$ cat src/rtl/round_robin_task_picker_assert.svh
// Assertion macros shared by the task picker RTL
`ifndef ROUND_ROBIN_TASK_PICKER_ASSERT_SVH
`define ROUND_ROBIN_TASK_PICKER_ASSERT_SVH

// same-cycle implication, disabled while reset is held
`define RRTP_ASSERT_NOW(label, clk, rst_n, ante, cons) \
    label: assert property (@(posedge clk) disable iff (!(rst_n)) (ante) |-> (cons)) \
        else $error("rrtp assertion failed");

// next-cycle implication, disabled while reset is held
`define RRTP_ASSERT_NEXT(label, clk, rst_n, ante, cons) \
    label: assert property (@(posedge clk) disable iff (!(rst_n)) (ante) |=> (cons)) \
        else $error("rrtp assertion failed");

`endif

$ cat src/rtl/rrtp_pkg.sv
// Shared types and constants of the round robin task picker
`timescale 1ns / 1ps
`default_nettype none

package rrtp_pkg;

    localparam int RRTP_TASK_SLOTS = 64;

    localparam int TIME_W  = 64;
    localparam int SLICE_W = 8;
    localparam int TPM_W   = 16;
    localparam int DELAY_W = 16;
    localparam int PROD_W  = 32;
    localparam int CMD_W   = 3;
    localparam int SLOT_W  = 6;
    localparam int STAT_W  = 2;

    localparam logic [CMD_W-1:0] CMD_TICK    = 3'd0;
    localparam logic [CMD_W-1:0] CMD_CREATE  = 3'd1;
    localparam logic [CMD_W-1:0] CMD_KILL    = 3'd2;
    localparam logic [CMD_W-1:0] CMD_YIELD   = 3'd3;
    localparam logic [CMD_W-1:0] CMD_RESCHED = 3'd4;

    localparam logic [STAT_W-1:0] ST_OK       = 2'd0;
    localparam logic [STAT_W-1:0] ST_NO_FREE  = 2'd1;
    localparam logic [STAT_W-1:0] ST_NOT_LIVE = 2'd2;
    localparam logic [STAT_W-1:0] ST_IDLE     = 2'd3;

    localparam logic CFG_TICKS_PER_MS = 1'b0;
    localparam logic CFG_TIMESLICE    = 1'b1;

    localparam logic [TPM_W-1:0]   TICKS_PER_MS_RST = 16'd1;
    localparam logic [SLICE_W-1:0] TIMESLICE_RST    = 8'd5;

    typedef enum logic [1:0] {
        KIND_UNUSED = 2'd0,
        KIND_EMPTY  = 2'd1,
        KIND_LIVE   = 2'd2
    } t_kind;

    typedef struct packed {
        t_kind             kind;
        logic              running;
        logic [TIME_W-1:0] wake;
    } t_slot_entry;

    typedef struct packed {
        logic [TIME_W-1:0] now;
        logic              due;
    } t_timer_status;

endpackage

`default_nettype wire

$ cat src/rtl/rrtp_timer.sv
// Tick counter and timeslice counter of the task picker
`timescale 1ns / 1ps
`default_nettype none
`include "round_robin_task_picker_assert.svh"

module rrtp_timer import rrtp_pkg::*; (
    input  logic               i_clk,
    input  logic               i_rst_n,
    input  logic               i_tick,
    input  logic [SLICE_W-1:0] i_timeslice,
    output t_timer_status      o_status
);

    logic [TIME_W-1:0]  r_now;
    logic [SLICE_W-1:0] r_slice;
    logic [SLICE_W-1:0] n_slice_inc;
    logic               w_due;

    assign n_slice_inc = r_slice + SLICE_W'(1);
    assign w_due       = (n_slice_inc >= i_timeslice);

    always_ff @(posedge i_clk) begin
        if (!i_rst_n) begin
            r_now   <= '0;
            r_slice <= '0;
        end else if (i_tick) begin
            r_now   <= r_now + TIME_W'(1);
            r_slice <= w_due ? '0 : n_slice_inc;
        end
    end

    assign o_status.now = r_now;
    assign o_status.due = w_due;

    `RRTP_ASSERT_NEXT(a_now_advances, i_clk, i_rst_n, i_tick, r_now == $past(r_now) + TIME_W'(1))
    `RRTP_ASSERT_NEXT(a_now_holds, i_clk, i_rst_n, !i_tick, $stable(r_now) && $stable(r_slice))
    `RRTP_ASSERT_NEXT(a_slice_restarts, i_clk, i_rst_n, i_tick && w_due, r_slice == '0)

endmodule

`default_nettype wire

$ cat config.mk
export PLATFORM = sky130hd
export DESIGN_NAME = rrtp_timer
export DESIGN_NICKNAME = d
export VERILOG_FILES = /design/src/rtl/rrtp_pkg.sv /design/src/rtl/rrtp_timer.sv
export VERILOG_INCLUDE_DIRS = /design/src /design/src/rtl
export SDC_FILE = /design/constraint.sdc
export NUM_CORES = 1
export LEC_CHECK = 0
export ABC_AREA = 1
export BUFFER_PORTS_ARGS = -buffer_cell sky130_fd_sc_hd__buf_2
export CORE_ASPECT_RATIO = 1.4
export CORE_MARGIN = 8
export CORE_UTILIZATION = 51
export CTS_CLUSTER_SIZE = 24
export DETAILED_ROUTE_END_ITERATION = 7
export PLACE_DENSITY = 0.77
export SLEW_MARGIN = 30
export SYNTH_ARGS = -nofsm -noshare
export SYNTH_HDL_FRONTEND = slang
export SYNTH_SLANG_ARGS = --single-unit
$ cat constraint.sdc
create_clock -name i_clk -period 2.05 [get_ports i_clk]
set_input_delay 0.205 -clock i_clk [delete_from_list [all_inputs] [get_ports i_clk]]
set_output_delay 0.205 -clock i_clk [all_outputs]
set_load 0.05 [all_outputs]
* Yosys cells after proc, flatten, opt, wreduce, memory -nomap -nowiden
Cells that the tools add are included.
** Cells by class
- Add/sub/neg operators :: 2
- $lt $le $gt $ge :: 1
- Multiplexer cells :: 1
** Operators with widths (number)
- $add 64x1->64 const B :: 1
- $add 8x1->8 const B :: 1
- $ge 8x8->1 :: 1
- $mux 8 :: 1
** Word-level totals
- Flip-flop bits (word level) :: 72
- Bits of input ports :: 11
- Output and inout port bits :: 65
- Logic and storage cells :: 6

* Longest topological paths before layout
Gate-level depths: netlist (run 1).
- Depth in word-level cells :: 3
- Mapped depth :: 13
- Mapped depth without buffers :: 13

* Worst setup path after synthesis (run 1)
Ideal clock, no wire load.
- Kind :: flip-flop to output port
- Start :: register r_slice[0]
- End :: output port o_status[0] (netlist name)
- Arrival :: 1.837 ns
- Data required time :: 1.845 ns
- Slack :: 0.008 ns
- Cell stages (with the launch flop) :: 12
- Path buffers :: 1
- Path through :: dfxtp_1 > ha_1 > nand2_1 > inv_1 > nand3_1 > xnor2_1 > ha_1 > nand2_1 > o21a_1 > and2_1 > inv_1 > buf_4
** On the way
- Longest elaborated chain between the ends :: 2
** RTL lines
- start, declared :: line rrtp_timer.sv:15 : logic [SLICE_W-1:0] r_slice;
- start signal, assigned :: line rrtp_timer.sv:28 : r_slice <= w_due ? '0 : n_slice_inc;
- $add 8x1->8 :: line rrtp_timer.sv:19 : assign n_slice_inc = r_slice + SLICE_W'(1);
- $ge 8x8->1 :: line rrtp_timer.sv:20 : assign w_due = (n_slice_inc >= i_timeslice);
- end, declared :: line rrtp_timer.sv:11 : output t_timer_status o_status
No other way between the ends.

==> results of run 1 <==
## sequential cells by signal, summed over array words and instances (netlist names)
signal   cells
r_now       64
r_slice      8
## cells by family (layout without fill, tap and decap cells)
family	Yosys count	count (layout)	synth area share (%)
AOI/OAI and AO/OA	74	74	9.00
DFF	72	72	33.0
and+or+nand+nor	421	421	43.5
buffers and inverters	93	197	8.17
adders and majority gates	10	10	2.87
xor gates and xnor gates	17	17	3.41
## layer usage
layer	up-vias	share of wire (%)
met2	173	53
met4	0	4.2
met3	43	5.7
met1	2214	37
li1	2367	-
met5	-	0
## power by group through the flow
stage          Combinational, mW  Clock (mW)  Sequential (mW)
4_1_cts                    0.148        1.61             1.42
3_5_place_dp               0.139           0             1.45
3_3_place_gp               0.133           0             1.44
2_1_floorplan             0.0846           0             1.46
6_report                   0.160        1.59             1.42
5_1_grt                    0.173        1.67             1.42
## cell usage in the layout (no fill, tap or decap), types with 7 or more instances in the layout
cell type and instances:
a21oi_1 42, buf_2 74, buf_4 24, clkbuf_16 9
dfxtp_1 66, ha_1 7, inv_1 77, nand2_1 172
nand2_2 12, nand3_1 39, nand4_1 16, nor2_1 134
nor2_2 18, nor2_4 8, nor3_1 8, o21a_1 7
o21ai_0 16, xor2_1 11
## what timing repair did
action / 4_1_cts / 5_1_grt
resized for setup: 21 / 17
gates cloned: 0 / 0
buffers inserted: 9 / 3
pin swaps: 8 / 13
endpoints found under the setup margin: 2 / 9
## cell usage after synthesis (all sizes together)
cell type,instances,area (µm²)
nor2,163,758
xor2,13,114
dfxtp,72,1440
ha,10,125
nor3b,1,7.51
nand3,42,215
nor3,8,40.0
o21ai,20,100
nand2,188,758
clkinv,1,3.75
buf,3,18.8
o21a,7,52.6
a21oi,45,225
and2,3,18.8
nand4,16,100
xnor2,4,35.0
inv,81,304
clkbuf,8,30.0
o21bai,2,15.0
## cell type report
class	instances	area, µm²
Fill cell	790	3000
Inverter	82	308
Clock inverter	2	38.8
Tap cell	105	131
Timing Repair Buffer	100	577
Clock buffer	13	260
Sequential cell	72	1450
Multi-Input combinational cell	522	2690
## worst max-delay path by stage
stage	start	to	slack (ps)	cells after the start
final	r_slice[1]$_SDFFE_PN0P_	o_status[0]	-290	11
after global routing	r_slice[0]$_SDFFE_PN0P_	o_status[0]	-360	10
after CTS	r_slice[0]$_SDFFE_PN0P_	o_status[0]	-310	10
after detailed placement	r_slice[1]$_SDFFE_PN0P_	o_status[0]	-180	11
after global placement	r_slice[0]$_SDFFE_PN0P_	o_status[0]	-60	11
after floorplan	r_slice[0]$_SDFFE_PN0P_	o_status[0]	8	11
## stage by stage
| stage | area (µm²) | std cells | worst slack (ps) | util [%] |
|---|---|---|---|---|
| after floorplan | 4360 | 687 | 8.32 | - |
| after global placement | 4930 | 870 | -57.1 | 58.2 |
| after detailed placement | 4930 | 870 | -176 | 58.2 |
| after CTS | 5350 | 893 | -309 | 63.3 |
| after global routing | 5460 | 896 | -361 | 64.5 |
| final | 5460 | 896 | -294 | 64.5 |
## critical path, stage by stage, from the launching register on
cell     delay [ps]
dfxtp_4         380
ha_4            160
nand2_2          60
inv_2            70
nand3_2          80
xnor2_2         150
ha_1            290
nand2_1          70
o21a_1          200
and2_4          160
inv_2            50
buf_8           130
==> run metrics, run 1 <==
outcome=finished with violations; failing checks=negative setup slack; Post-Synthesis Cells=687; PD cells=580 nW/µm²; min Tclk post-route=2340 ps; Clock Root Buffer=clkbuf_16; kind of critical path=register to primary output; WL per Instance=15.9 µm; Fmax achieved=0.427 GHz; WL final=14.3 mm; routability cong.=0.978; Mapped Area=4360 µm²; TritonCTS buffer count=9; DRT Pass-1 Iters=4; initial core utilization=51.6%; Most Crowded Layer GR=met2; Comb pwr share=5.1%; Via density=5.35; worst hold path startpoint=i_rst_n; vias after detailed routing=4797; initial antenna violation count=0; Cell variety after synth=28; clock slew at reported path FFs=60 ps; M1 GR Usage=24.2%; port bufs=75; clock skew=5.73 ps; hold_ws=256 ps; worst flop-to-flop path endpoint=r_slice[2]$_SDFFE_PN0P_; Die H=125 µm; Die X=94.2 µm; global-route met3 utilization=4.73%; GR Layer Usage met2=42.8%; final hold vios=0; fraction of layout instances using a drive strength above 1=23.1%; Routed Antenna Nets=0; Seq pwr share=44.8%; core area=8460 µm²; first-pass GRT wire length=22.2 mm; final setup TNS=-294 ps; crit-path max FO=3; Hold Path End=r_now[61]$_SDFFE_PN0P_; P_sw=0.698 mW; P_leak=2.39 nW; fin crit share=114%; iteration-0 DRC count of the detailed router=333; Nets=808; Reg2Reg Depth=10; Antenna Cells=0; Seq/Total Area, Yosys=33.0%; Critical Path End Type=primary output; total global routing overflow=0; TritonCTS clock tree=done; Slew Limit Fails=0; clk sinks=72; post-cts hold buffer count=0; Critical Path Start Type=register; Worst Hold Depth=3; vias in the first global route=4668; post-DP HPWL=10.8 mm; YS warnings=0; largest net degree at the start of global routing=31; DRC Markers=0; R2R Path Start=r_slice[0]$_SDFFE_PN0P_; area grow syn2layout=25.1%; Final Setup Violations=1; VDD IR max=0.459 mV; # IOs=76; H-tree levels=3; internal power=2.47 mW; Switching Share=22.0%; clock share of power=50.2%; Worst EP required=1850 ps; All-Layer GR Usage=23.7%; Synth Register Bits=72; Die Area=11800 µm²; Slew @ Worst Pin=387 ps; Mapped Avg Cell Area=6.35 µm²; total nets after synthesis=708; Hold Path Class=input port to register; Design Power=3.17 mW; arrival time worst endpoint=2140 ps; Final WS setup=-294 ps; unrepaired setup endpoints after global routing=true; FP Rows=40; max-cap viol count=0; maximum root-to-sink buffer count=2; relative slew slack=74.2%; clock insertion delay at the later pin of the skew report=340 ps; R2R Setup Slk=50 ps
(Power assumes the default switching activity.)
==> run 2, diff against run 1 <==
SETUP_SLACK_MARGIN = 0.4   (was default)
==> run 2 against run 1 <==
Against the previous run:
- the flow still finishes with violations (negative setup slack)
- hold slack worse by 14 ps
- wire length is 0.62% higher
- final area is 5.8% higher
- via count hardly changed
- first-iteration DRC count is 36% lower
- combinational power is 4% higher
- global-route usage is 0.61 points lower
- critical path type unchanged
- critical endpoint unchanged
==> run metrics, run 2 (same netlist as run 1, synthesis figures left out) <==
VDD IR max=0.434 mV (-5.5%); min Tclk post-route=2310 ps (-30.7 ps); All-Layer GR Usage=23.1% (-0.61 points); relative slew slack=67.4% (-6.7 points); Critical Path Start Type=register; final hold vios=0 (unchanged); Hold Path Class=input port to register; Design Power=3.52 mW (+11%); Routed Antenna Nets=0 (unchanged); largest net degree at the start of global routing=43 (+39%); clock insertion delay at the later pin of the skew report=340 ps (about the same); initial antenna violation count=0 (unchanged); biggest regs=r_now (64), r_slice (8); Worst EP required=1850 ps (about the same); Critical Path End Type=primary output; core area=8460 µm² (unchanged); worst setup path startpoint=r_slice[1]$_SDFFE_PN0P_; Slew @ Worst Pin=489 ps (+101 ps); WL per Instance=16.0 µm (+0.62%); fraction of layout instances using a drive strength above 1=34.1% (+11 points); Die Area=11800 µm² (unchanged); arrival time worst endpoint=2110 ps (-30 ps); slowest CP cell=dfxtp_4; R2R Path Start=r_slice[1]$_SDFFE_PN0P_; fin crit share=113% (-1.5 points); Critical Path Most Common Cell=nand2_2; R2R Setup Slk=-40 ps (-90 ps); vias in the first global route=4456 (-4.5%); clock slew at reported path FFs=60 ps (about the same); Reg2Reg Depth=13 (+3); Die X=94.2 µm (unchanged); Placement Setup Slack=-32.9 ps (+144 ps); hold_ws=242 ps (-13.8 ps); initial core utilization=51.6% (unchanged); Hold Path End=r_now[2]$_SDFFE_PN0P_; kind of critical path=register to primary output; port bufs=75 (unchanged); worst path buffer plus inverter count=3 (unchanged); P_leak=2.44 nW (+2.1%); WL final=14.4 mm (+0.62%); failing checks=negative setup slack; worst hold path startpoint=i_tick; maximum root-to-sink buffer count=2 (unchanged); post-DP HPWL=10.6 mm (-1.8%); Final WS setup=-263 ps (+30.7 ps); final setup TNS=-424 ps (-130 ps); Via density=5.35 (about the same); first-pass GRT wire length=21.6 mm (-2.6%); max-cap viol count=0 (unchanged); max reg flops=64 (unchanged); Clock Root Buffer=clkbuf_16; iteration-0 DRC count of the detailed router=214 (-36%); crit-path max FO=3 (unchanged); PD cells=609 nW/µm² (+5.0%); Antenna Cells=0 (unchanged); clk sinks=72 (unchanged); worst flop-to-flop path endpoint=r_slice[5]$_SDFFE_PN0P_; area grow syn2layout=32.4%; vias after detailed routing=4793 (-0.083%); Slew Limit Fails=0 (unchanged); Largest Register=r_now; most frequent cells in the layout=nand2_1 (161), nor2_1 (108), inv_1 (76); Critical Path Max Stage Delay=380 ps (about the same); FP Rows=40 (unchanged); cell breakdown of the critical path=ha_4 > nand2_2 > inv_2 > nor2_2 > ha_1 > nand2_2 > o21bai_1 > nand2_1 > nand2_2 > and2_4 > inv_2 > buf_8; outcome=finished with violations; total global routing overflow=0 (unchanged); Die H=125 µm (unchanged); DRC Markers=0 (unchanged); TritonCTS clock tree=done; commonest non-fill, non-tap cell in the layout=nand2_1; Nets=807 (-0.12%); DRT Pass-1 Iters=5 (+1); routability cong.=0.960 (-1.9%); Worst path top cell family by delay=simple AND/OR/NAND/NOR gates; # IOs=76 (unchanged); Final Setup Violations=8 (+7); H-tree levels=3 (unchanged); Fmax achieved=0.432 GHz (+1.3%); clock skew=7.38 ps (+1.65 ps); Worst Hold Depth=3 (unchanged); TritonCTS buffer count=9 (unchanged); unrepaired setup endpoints after global routing=true
[run 2: cell count changes in the layout (fill, tap and decap cells not counted), sizes merged]
cell    change
buf         -1
bufinv      +3
clkbuf      -3
clkinv      +1
[run 2: what timing repair did]
| action | in CTS | in global routing |
|---|---|---|
| hold buffers | 0 | 0 |
| buffers inserted | 7 | 9 |
| gates resized for setup | 28 | 70 |
| endpoints found under the setup margin | 17 | 37 |
| pin swaps | 20 | 31 |
[run 2: worst register-to-register path, stage by stage (launching register included)]
cell,delay (ps)
dfxtp_4,380
ha_4,160
nand2_2,50
inv_2,70
nand3_2,90
xnor2_2,170
ha_4,290
nand2_4,50
o21a_1,180
buf_4,140
buf_6,110
buf_6,120
nand4_1,100
a21oi_1,70
[run 2: final cells by class]
class | count | area [µm²]
clock buffers | 10 | 239
clock inverters | 6 | 130
fillers | 733 | 2680
inverters | 82 | 308
multi-input cells | 522 | 2870
flip-flops and latches | 72 | 1520
well taps | 105 | 131
repair buffers | 99 | 581
[run 2: routing by layer]
layer  up-vias  GRT usage (%)  share of wire (%)
met1      2232           24.0                 38
met2       152           42.1                 53
li1       2371              -                  -
met3        38           5.15                4.8
met4         0           9.93                3.6
met5         -              0                  0
[run 2: report_power, final]
group          internal (mW)  switching, mW  leakage [nW]
sequential              1.40         0.0137         0.608
combinational         0.0602          0.106          1.65
clock                   1.34          0.599         0.182
[run 2: through the flow]
stage | cells | utilization [%] | instance area, µm²
5_1_grt | 896 | 68.3 | 5780
2_1_floorplan | 687 | - | 4440
3_5_place_dp | 864 | 58.6 | 4960
6_report | 896 | 68.3 | 5780
4_1_cts | 887 | 64.7 | 5470
3_3_place_gp | 864 | 58.6 | 4960
[run 2: worst max path at each step]
stage                     slack, ps          end  depth (start not counted)
after global routing           -350  o_status[0]                         13
after detailed placement        -30  o_status[0]                         12
after floorplan                 120  o_status[0]                         11
after CTS                      -250  o_status[0]                         11
after global placement            5  o_status[0]                         12
final                          -260  o_status[0]                         12
==> run 3, diff against run 2 <==
CORE_UTILIZATION = 50   (was 51)
PLACE_DENSITY = 0.75   (was 0.77)
RECOVER_POWER = 50   (was default)
REMOVE_ABC_BUFFERS = 1   (was default)
==> run 3 against run 2 <==
Against the previous run:
- the run still ends with negative setup slack left
- non-clock buffer count up 12
- flip-flop and latch count unchanged
- utilization down 0.13 points
==> run metrics, run 3 (same netlist as run 1, synthesis figures left out) <==
Design Power=3.36 mW (-4.6%); post-cts hold buffer count=0 (unchanged); Slew Limit Fails=0 (unchanged); post-DP HPWL=10.5 mm (-1.1%); most frequent cells in the layout=nand2_1 (157), nor2_1 (111), inv_1 (74); maximum root-to-sink buffer count=2 (unchanged); max reg flops=64 (unchanged); min Tclk post-route=2430 ps (+118 ps); Worst path top cell family by delay=simple AND/OR/NAND/NOR gates; PD cells=575 nW/µm² (-5.6%); failing checks=negative setup slack; vias after detailed routing=4839 (+0.96%); # IOs=76 (unchanged); area grow syn2layout=33.8%; Die Area=12000 µm² (+1.7%); clock slew at reported path FFs=60 ps (about the same); Worst Hold Depth=3 (unchanged); worst flop-to-flop path endpoint=r_slice[5]$_SDFFE_PN0P_; VDD IR max=0.485 mV (+12%); Reg2Reg Depth=15 (+2); crit-path max FO=4 (+1); All-Layer GR Usage=23.3% (+0.25 points); commonest non-fill, non-tap cell in the layout=nand2_1; P_leak=2.25 nW (-7.6%); FP Rows=40 (unchanged); Largest Register=r_now; initial antenna violation count=0 (unchanged); Final WS setup=-381 ps (-118 ps); Antenna Cells=0 (unchanged); cell breakdown of the critical path=buf_6 > nand3_4 > xnor2_2 > ha_1 > nand2_2 > nor2_1 > nor2_1 > nand2_1 > nand2_2 > and2_4 > inv_2 > buf_8; clk sinks=72 (unchanged); TritonCTS buffer count=9 (unchanged); worst hold path startpoint=i_tick; Routed Antenna Nets=0 (unchanged); clock insertion delay at the later pin of the skew report=340 ps (about the same); DRT Pass-1 Iters=4 (-1); Hold Path End=r_now[2]$_SDFFE_PN0P_; first-pass GRT wire length=22.0 mm (+1.6%); total global routing overflow=0 (unchanged); arrival time worst endpoint=2230 ps (+120 ps); Die H=127 µm (+0.86%); placed cell areas=4920 µm² (-0.78%); WL final=14.7 mm (+2.2%); R2R Setup Slk=-350 ps (-310 ps); Fmax achieved=0.411 GHz (-4.9%); WL per Instance=16.2 µm (+0.84%); routability cong.=0.908 (-5.4%); final hold vios=0 (unchanged); R2R Path Start=r_slice[0]$_SDFFE_PN0P_; initial core utilization=51.0% (-0.60 points); clock skew=4.50 ps (-2.87 ps); fraction of layout instances using a drive strength above 1=26.7% (-7.5 points); fin crit share=119% (+5.8 points); Final Setup Violations=8 (unchanged); relative slew slack=28.0% (-39 points); fill cell count=769 (+4.9%); iteration-0 DRC count of the detailed router=262 (+22%); port bufs=75 (unchanged); Nets=819 (+1.5%); TritonCTS clock tree=done; worst path buffer plus inverter count=3 (unchanged); kind of critical path=register to primary output; largest net degree at the start of global routing=31 (-28%); outcome=finished with violations; DRC Markers=0 (unchanged); Slew @ Worst Pin=1080 ps (+591 ps); Critical Path Max Stage Delay=380 ps (about the same); Critical Path End Type=primary output; Via density=5.33 (-0.37%); Die X=94.9 µm (+0.82%); Clock Root Buffer=clkbuf_16; core area=8560 µm² (+1.2%); Critical Path Start Type=register; biggest regs=r_now (64), r_slice (8); vias in the first global route=4640 (+4.1%); Hold Path Class=input port to register; H-tree levels=3 (unchanged); Worst EP required=1850 ps (about the same); unrepaired setup endpoints after global routing=true; max-cap viol count=0 (unchanged); post-route cell area=5840 µm² (+1.0%); slowest CP cell=dfxtp_4
-- run 3: cell count changes in the layout (fill, tap and decap cells not counted), sizes merged --
cell      delta
clkbuf      +60
clkinv       -2
buf         -46
clkinvlp     +2
bufinv       -2
-- run 3: repair_timing --
item                       in CTS  in global routing
setup endpoints to repair      35                 44
buffers inserted                9                 14
resized for setup              55                 91
pin swaps                      19                 35
-- run 3: metal layers --
metal	GRT usage (%)	part of all wire, %
met1	23.7	37
met2	42.0	52
met3	4.96	5.5
met4	13.9	5.4
met5	0	0
-- run 3: worst max-delay path by stage --
stage | startpoint | slack [ps] | endpoint | cells after the start
2_1_floorplan | r_slice[0]$_SDFFE_PN0P_ | -80 | o_status[0] | 10
3_3_place_gp | r_slice[0]$_SDFFE_PN0P_ | -30 | o_status[0] | 11
3_5_place_dp | r_slice[0]$_SDFFE_PN0P_ | -140 | o_status[0] | 11
4_1_cts | r_slice[0]$_SDFFE_PN0P_ | -260 | o_status[0] | 10
5_1_grt | r_slice[0]$_SDFFE_PN0P_ | -450 | o_status[0] | 12
6_report | r_slice[0]$_SDFFE_PN0P_ | -380 | o_status[0] | 12
-- run 3: final cells by class --
cell class	instances	area [µm²]	area share [%]
multi-input cells	522	2950	50.6
flip-flops and latches	72	1500	25.6
repair buffers	111	607	10.4
inverters	82	308	5.27
clock buffers	12	267	4.57
well taps	105	131	2.25
clock inverters	4	75.1	1.29
-- run 3: where the power goes --
| group | switching [mW] | internal [mW] |
|---|---|---|
| sequential | 0.0122 | 1.41 |
| combinational | 0.111 | 0.0677 |
| clock | 0.597 | 1.16 |
-- run 3: through the flow --
stage               instances  utilization [%]  setup WS, ps  hold slack (ps)  TNS, ps
finish                    908             68.2          -381              292    -2750
global route              908             68.2          -454              317    -3360
global placement          869             57.5         -30.5              472    -30.5
detailed placement        869             57.5          -144              480     -144
floorplan                 676                -         -79.2              325    -79.2
CTS                       894             64.5          -262              294     -760
-- run 3: tightest hold or removal path, delay by kind of cell --
kind | cells | cell delay (ps)
buffers and inverters | 1 | 190
AND/OR/NAND/NOR | 1 | 120
AO/OA/AOI/OAI | 1 | 70
